**src/design/lru_glyph_tag_cache_assert.svh**
```systemverilog
// Assertion macros shared by the glyph tag cache RTL.
`ifndef LRU_GLYPH_TAG_CACHE_ASSERT_SVH
`define LRU_GLYPH_TAG_CACHE_ASSERT_SVH

// Property checked at every clock edge outside reset.
`define LGTC_ASSERT(lbl, prop, msg) \
  lbl: assert property (@(posedge clk_i) disable iff (!rst_ni) (prop)) else $error(msg);

// Antecedent in one cycle implies the consequent in the next cycle.
`define LGTC_ASSERT_NEXT(lbl, ante, cons, msg) \
  lbl: assert property (@(posedge clk_i) disable iff (!rst_ni) (ante) |=> (cons)) \
    else $error(msg);

`endif

```
**src/design/lgtc_ram.sv**
```systemverilog
// Generic simple dual-port RAM with one write port and a registered read port.
module lgtc_ram #(
  parameter int unsigned Width = 8,
  parameter int unsigned Depth = 16
) (
  input  logic                     clk_i,
  input  logic                     we_i,
  input  logic [$clog2(Depth)-1:0] waddr_i,
  input  logic [Width-1:0]         wdata_i,
  input  logic                     re_i,
  input  logic [$clog2(Depth)-1:0] raddr_i,
  output logic [Width-1:0]         rdata_o
);

  logic [Width-1:0] mem_q [Depth];
  logic [Width-1:0] rdata_q;

  always_ff @(posedge clk_i) begin
    if (we_i) begin
      mem_q[waddr_i] <= wdata_i;
    end
    if (re_i) begin
      rdata_q <= mem_q[raddr_i];
    end
  end

  assign rdata_o = rdata_q;

endmodule

```
**config.mk**
```make
export PLATFORM = sky130hd
export DESIGN_NAME = lgtc_ram
export DESIGN_NICKNAME = d
export VERILOG_FILES = /design/src/design/lru_glyph_tag_cache_assert.svh /design/src/design/lgtc_ram.sv
export SDC_FILE = /design/constraint.sdc
export NUM_CORES = 1
export LEC_CHECK = 0
export BUFFER_PORTS_ARGS = -buffer_cell sky130_fd_sc_hd__buf_2
export CORE_MARGIN = 5
export CORE_UTILIZATION = 60
export CTS_CLUSTER_DIAMETER = 150
export DETAILED_ROUTE_END_ITERATION = 16
export PLACE_DENSITY = 0.77
export SYNTH_ARGS = -nofsm -noshare
export SYNTH_HDL_FRONTEND = slang
export SYNTH_SLANG_ARGS = --single-unit
```
**constraint.sdc**
```tcl
create_clock -name clk_i -period 3.6 [get_ports clk_i]
set_clock_uncertainty 0.05 [all_clocks]
set_input_delay 0.72 -clock clk_i [delete_from_list [all_inputs] [get_ports clk_i]]
set_output_delay 0.72 -clock clk_i [all_outputs]
set_load 0.02 [all_outputs]
```
* Word-level counts from Yosys, hierarchy flattened *
Memory sizes are Yosys's and may differ from the RTL's. A register that Yosys moved wholly into a read port is not among the register bits.
Cells that the tools add are included.

word-level totals
  memories kept = 1
  input port bits = 19
  flip-flop bits (word level) = 0
  logic and storage cells = 3
  RAM bits = 128

operators by class
  mux-type cells = 2

memory list
  name   words  width  read ports  clocked after Yosys merged registers in  wr ports  RTL line        source
  mem_q  16     8      1           1                                        1         lgtc_ram.sv:15  logic [Width-1:0] mem_q [Depth];

operator list
  operator  count
  $mux 1    2

* Logic depth before layout (Yosys ltp) *
Gate-level depths: netlist of the first run.

  depth after elaboration = 2
  mapped depth = 5

* Worst setup path after synthesis of the first run *
OpenSTA, ideal clock, no wires.

  path kind = input -> register
  start point = input port waddr_i[2]
  end point = memory mem_q[0][0], enable pin
  stages = 2
  data arrival time = 1.830 ns
  setup slack = 1.337 ns
  buffers on the path = 0
  path through = or3b_2 > nor3_1

RTL lines
  what             RTL line        source
  start, declared  lgtc_ram.sv:8   input logic [$clog2(Depth)-1:0] waddr_i,
  end, declared    lgtc_ram.sv:15

No word-level cell before the write port.

* Final worst setup path of the first run *
  start point = input port waddr_i[2]
  end point = memory mem_q[3][3], enable pin

No word-level cell before the write port.

==> results of run 1 <==
power by group through the flow:
| stage | clock [W] | combinational [W] | sequential, W |
|---|---|---|---|
| final | 0.00154 | 0.000162 | 0.00180 |
| after global placement | 0 | 0.000158 | 0.00183 |
| after global routing | 0.00163 | 0.000175 | 0.00180 |
| after detailed placement | 0 | 0.000163 | 0.00183 |
| after floorplan | 0 | 0.0000900 | 0.00183 |
| after CTS | 0.00156 | 0.000163 | 0.00180 |
logic make-up (layout without fill, tap and decap cells):
kind of cell,Yosys count,after routing
AOI/OAI and AO/OA,16,16
buffers and inverters,10,63
DFF,136,136
muxes,32,32
and+or+nand+nor,35,35
cell usage in the layout, fill, tap and decap left out:
cell type / instances
nand2_1: 9
or3b_2: 1
nor3_1: 4
nor2b_1: 1
a22oi_1: 16
edfxtp_1: 136
buf_4: 6
bufinv_16: 2
and2b_1: 1
nand3b_1: 2
clkbuf_1: 2
clkinvlp_4: 2
nand2b_1: 2
clkbuf_16: 16
mux4_2: 18
mux4_1: 14
clkbuf_8: 1
buf_2: 26
nand3_1: 1
and2_1: 1
nor2_1: 13
clkinv_1: 4
clkinv_2: 4
worst paths after layout:
check                    start  slack, ns  depth (start not counted)           to
hold reg to reg   mem_q[11][0]       0.72                          3   rdata_o[0]
hold / removal            re_i       0.53                          1   rdata_o[2]
setup reg to reg   mem_q[2][2]       1.97                          3   rdata_o[2]
setup / recovery    waddr_i[2]       1.56                          3  mem_q[3][3]
flip-flops by register name, indices dropped and copies added (netlist names):
| name | count |
|---|---|
| mem_q | 128 |
| rdata_o | 8 |
stage by stage:
step                      setup slack [ns]  total power [W]  hold WS [ns]
after detailed placement              1.06          0.00199         0.707
after CTS                             1.57          0.00352         0.511
after floorplan                       1.34          0.00192         0.655
final                                 1.56          0.00349         0.534
after global routing                  1.54          0.00360         0.516
after global placement                1.11          0.00198         0.686
metal layers:
layer	track usage (%)	part of all wire (%)	up-vias
met5	0	0	-
met3	5.23	7.8	24
met1	27.3	40	1235
met2	30.6	49	144
li1	-	-	1060
met4	9.36	3.0	0
area by class of cell:
class	instances	area [µm²]	area share, %
flip-flops and latches	136	4080	68.3
multi-input cells	83	1060	17.7
clock buffers	19	422	7.05
repair buffers	32	175	2.93
well taps	108	135	2.26
clock inverters	12	110	1.84
==> results.sh, run 1 <==
export IMPL_status="finished, final reports clean"
export IMPL_drc=0
export IMPL_place_gp_congestion=0.737
export IMPL_power_density_nw_per_um2=584
export IMPL_setup_tns_ns=0
export IMPL_combPwrFrac_pct=4.6
export IMPL_path_delay_family="simple AND/OR/NAND/NOR gates"
export IMPL_cts_htree_levels=4
export IMPL_switching_share_pct=19.5
export IMPL_p_clk_share_pct=44.0
export IMPL_synth_seq_cells=136
export IMPL_cp_max_fo=8
export IMPL_tightest_slew_ns=0.990
export IMPL_p_sw_w=0.000681
export IMPL_syn_nets=248
export IMPL_clock_latency_ns=0.51
export IMPL_core_area_um2=8590
export IMPL_synth_edff_count=136
export IMPL_dp_cells=359
export IMPL_clk_pin_slew_ns=0.06
export IMPL_drive_gt1_share_pct=27.0
export IMPL_fp_dieH_um=103
export IMPL_cts_resized=0
export IMPL_yosys_area_share_simple_pct=3.14
export IMPL_fill_cells=519
export IMPL_synth_area_leader_cell="edfxtp_1"
export IMPL_slowest_delay_ns=0.77
export IMPL_path_buf_inv=1
export IMPL_seq_power_share_pct=51.4
export IMPL_post_cts_buffers=0
export IMPL_grt_pass1_vias=2515
export IMPL_numPortBuffers=26
export IMPL_drt_initial_drc_count=227
export IMPL_clock_sinks=136
export IMPL_synth_common_cells="edfxtp_1 (136), mux4_2 (18), a22oi_1 (16)"
export IMPL_cts_buffer_depth=2
export IMPL_drv_slew=0
export IMPL_grt_max_degree=33
export IMPL_num_vias=2463
export IMPL_synth_flop_cell="edfxtp_1"
export IMPL_layout_cells_non_filler=390
export IMPL_ys_seq_area_share_pct=78.1
export IMPL_synthMuxAreaShare_pct=14.8
export IMPL_rsz0062_at_grt="no"
export IMPL_antenna_left=0
export IMPL_fin_crit_ns=2.04
export IMPL_synth_cell_types=18
export IMPL_finish_utilization_pct=69.6
export IMPL_syn_inst=229
export IMPL_finalHoldViolCount=0
export IMPL_endpoint_kind="register"
export IMPL_grt_first_pass_wirelength_um=14500
export IMPL_crit_arrival_ns=2.11
export IMPL_max_freq_ghz=0.491
export IMPL_path_cells="buf_2, or3b_2, nor2_1"
export IMPL_start_util_pct=60.8
export IMPL_antenna_cells=0
export IMPL_cts_root_buffer="clkbuf_8"
export IMPL_routed_wl_um=9490
export IMPL_yosysMostFrequentCell="edfxtp_1"
export IMPL_std_cell_rows=34
export IMPL_setup_viol=0
export IMPL_worstHoldPathType="in -> reg"
export IMPL_relSlewSlack_pct=33.8
export IMPL_syn_mean_instance_area_um2=22.8
export IMPL_cts_buffers=17
export IMPL_drt_wirelength_per_cell_um=24.3
export IMPL_overflow=0
export IMPL_finalCritPeriodShare_pct=56.6
export IMPL_p_leak_nw=2.00
export IMPL_antenna_found_initial=0
export IMPL_synth_area_top_cells="edfxtp_1 (78%), mux4_2 (7.8%), mux4_1 (7.0%), a22oi_1 (2.3%), nor2_1 (0.93%)"
export IMPL_grt_use_total_pct=20.0
export IMPL_cpMaxStageDelayCell="nor2_1"
export IMPL_die_w_um=103
export IMPL_synth_top_family_by_area="multiplexers"
export IMPL_start_kind="primary input"
export IMPL_crit_type="in -> reg"
export IMPL_vias_per_cell=6.32
export IMPL_nNetsFinal=289
export IMPL_io_pins=27
export IMPL_ctsHoldBuffers=0
export IMPL_synth_area_um2=5230
export IMPL_vdd_drop_max_v=0.000388
export IMPL_p_int_w=0.00281
export IMPL_area_growth_pct=14.5
export IMPL_postLayoutCellArea_um2=5980
export IMPL_cts_tree="built"
export IMPL_cp_data_required_time_ns=3.67
export IMPL_maxCapViolCount=0
export IMPL_dp_hpwl_um=5980
export IMPL_synth_xor_xnor_area_share_pct=0
export IMPL_die_area_um2=10700
export IMPL_yosys_warnings=0
export IMPL_synthDominantCellAreaShare_pct=78.1
export IMPL_drtPass1Iterations=5
export IMPL_place_area_um2=5450
export IMPL_synth_compound_area_share_pct=2.30
export IMPL_synth_adder_area_share_pct=0
export IMPL_async_flop_share_pct=0
Power figures use the tool's default switching activity.
==> run 2, diff against run 1 <==
- CORE_UTILIZATION: 60 -> 54
- PLACE_DENSITY: 0.77 -> 0.73
- clock period: 3.6 -> 1.7 ns (I/O delays scaled with it)
==> run 2 against run 1 <==
Non-clock buffer count increased by 20. First-iteration DRC count decreased by 14%. Sequential share of layout area decreased by 2.7 points. Clock power increased by 120%. Combinational power increased by 140%. Cell count increased by 12%. Critical path depth unchanged. Register-to-register slack got worse by 1.9 ns. Wire length increased by 8.7%. Total power increased by 120%. Hold slack got worse by 0.40 ns. Core utilization decreased by 4.7 points. Largest cell class unchanged. Largest power group unchanged.
==> results.sh, run 2 (synthesis results as in run 1) <==
export IMPL_worstHoldPathType="in -> reg"
export IMPL_start_util_pct=54.5
export IMPL_maxCapViolCount=0
export IMPL_crit_arrival_ns=1.82
export IMPL_drive_gt1_share_pct=33.7
export IMPL_antenna_cells=0
export IMPL_switching_share_pct=20.8
export IMPL_path_cells="mux4_1, a22oi_1, nand2_1"
export IMPL_postLayoutCellArea_um2=6230
export IMPL_area_growth_pct=19.2
export IMPL_combPwrFrac_pct=5.0
export IMPL_drtPass1Iterations=4
export IMPL_fp_dieH_um=108
export IMPL_die_area_um2=11700
export IMPL_largest_register_ffs=128
export IMPL_r2r_end="rdata_o[2]"
export IMPL_start_kind="register"
export IMPL_grt_use_total_pct=19.7
export IMPL_clk_pin_slew_ns=0.06
export IMPL_die_w_um=108
export IMPL_post_cts_buffers=0
export IMPL_drt_wirelength_per_cell_um=23.7
export IMPL_grt_first_pass_wirelength_um=15900
export IMPL_rsz0062_at_grt="no"
export IMPL_antenna_found_initial=0
export IMPL_whs_ns=0.137
export IMPL_p_leak_nw=2.12
export IMPL_clock_sinks=136
export IMPL_cp_max_fo=1
export IMPL_layout_cells_non_filler=436
export IMPL_p_clk_share_pct=45.1
export IMPL_power_density_nw_per_um2=1220
export IMPL_mostFrequentLayoutCell="edfxtp_1"
export IMPL_endpoint_kind="register"
export IMPL_routed_wl_um=10300
export IMPL_std_cell_rows=36
export IMPL_status="finished, final reports clean"
export IMPL_numPortBuffers=26
export IMPL_seq_power_share_pct=49.9
export IMPL_dp_cells=404
export IMPL_antenna_left=0
export IMPL_overflow=0
export IMPL_path_delay_family="multiplexers"
export IMPL_finalHoldViolCount=0
export IMPL_slowest_delay_ns=0.51
export IMPL_io_pins=27
export IMPL_cts_root_buffer="clkbuf_8"
export IMPL_cts_resized=0
export IMPL_holdPathEnd="rdata_o[2]"
export IMPL_cpMaxStageDelayCell="mux4_1"
export IMPL_grt_max_degree=24
export IMPL_p_int_w=0.00603
export IMPL_vdd_drop_max_v=0.000682
export IMPL_tightest_slew_ns=0.735
export IMPL_regMostFlops="mem_q"
export IMPL_setup_viol=0
export IMPL_relSlewSlack_pct=50.8
export IMPL_reg2regPathDepth=3
export IMPL_clock_latency_ns=0.51
export IMPL_ctsHoldBuffers=0
export IMPL_crit_type="reg -> reg"
export IMPL_place_gp_congestion=0.739
export IMPL_cts_buffer_depth=2
export IMPL_grt_pass1_vias=2614
export IMPL_hp_start="re_i"
export IMPL_num_vias=2542
export IMPL_final_cell_mix="edfxtp_1 (136), buf_2 (26), buf_4 (24), mux4_2 (18)"
export IMPL_drv_slew=0
export IMPL_cts_htree_levels=4
export IMPL_cp_data_required_time_ns=1.90
export IMPL_core_area_um2=9590
export IMPL_vias_per_cell=5.83
export IMPL_r2r_start="mem_q[1][2]"
export IMPL_power_total_w=0.00761
export IMPL_setup_tns_ns=0
export IMPL_p_sw_w=0.00158
export IMPL_nNetsFinal=309
export IMPL_max_freq_ghz=0.619
export IMPL_r2r_slack_ns=0.08
export IMPL_place_area_um2=5660
export IMPL_finalCritPeriodShare_pct=95.0
export IMPL_dp_hpwl_um=6340
export IMPL_drt_initial_drc_count=195
export IMPL_cts_buffers=17
export IMPL_drc=0
export IMPL_cts_tree="built"
export IMPL_path_buf_inv=0
export IMPL_min_path_cells=1
export IMPL_fin_crit_ns=1.62
[run 2: cell count changes in the layout (fill, tap and decap cells not counted), sizes merged]
cell      change
buf          +20
clkbuf        -1
clkinvlp      +1
inv           +1
[run 2: per-stage QoR]
step	utilization, %	setup slack [ns]
floorplan	-	0.0276
global placement	59.0	-0.325
detailed placement	59.0	-0.329
CTS	65.0	0.0597
global route	65.0	0.0419
finish	65.0	0.0844
[run 2: how the worst max path moves through the flow]
stage           startpoint  cells past startpoint  slack [ns]          to
2_1_floorplan   raddr_i[0]                      5        0.03  rdata_o[1]
3_3_place_gp    raddr_i[0]                      6       -0.32  rdata_o[2]
3_5_place_dp    raddr_i[0]                      6       -0.33  rdata_o[2]
4_1_cts        mem_q[0][6]                      3        0.06  rdata_o[6]
5_1_grt        mem_q[2][6]                      3        0.04  rdata_o[6]
6_report       mem_q[1][2]                      3        0.08  rdata_o[2]
[run 2: worst register-to-register path, stage by stage, from the launching register on]
cell      delay, ns
edfxtp_1       0.38
mux4_1         0.52
a22oi_1        0.30
nand2_1        0.11
[run 2: routing by layer]
metal	vias to the layer above	routed length, µm	track usage, %
li1	1107	-	-
met1	1309	4500	27.9
met2	119	5020	30.1
met3	7	680	4.54
met4	0	116	7.75
met5	-	0	0
[run 2: power groups by stage]
stage          Clock [W]  Combinational (W)  Sequential [W]
2_1_floorplan          0           0.000191         0.00388
3_3_place_gp           0           0.000373         0.00386
3_5_place_dp           0           0.000382         0.00387
4_1_cts          0.00348           0.000387         0.00380
5_1_grt          0.00366           0.000410         0.00380
6_report         0.00343           0.000382         0.00380
[run 2: cell type report]
type / instances / area (µm²)
multi-input cells: 83 / 1060
clock buffers: 18 / 418
well taps: 133 / 166
clock inverters: 14 / 153
flip-flops and latches: 136 / 4080
repair buffers: 52 / 350
fillers: 617 / 3360
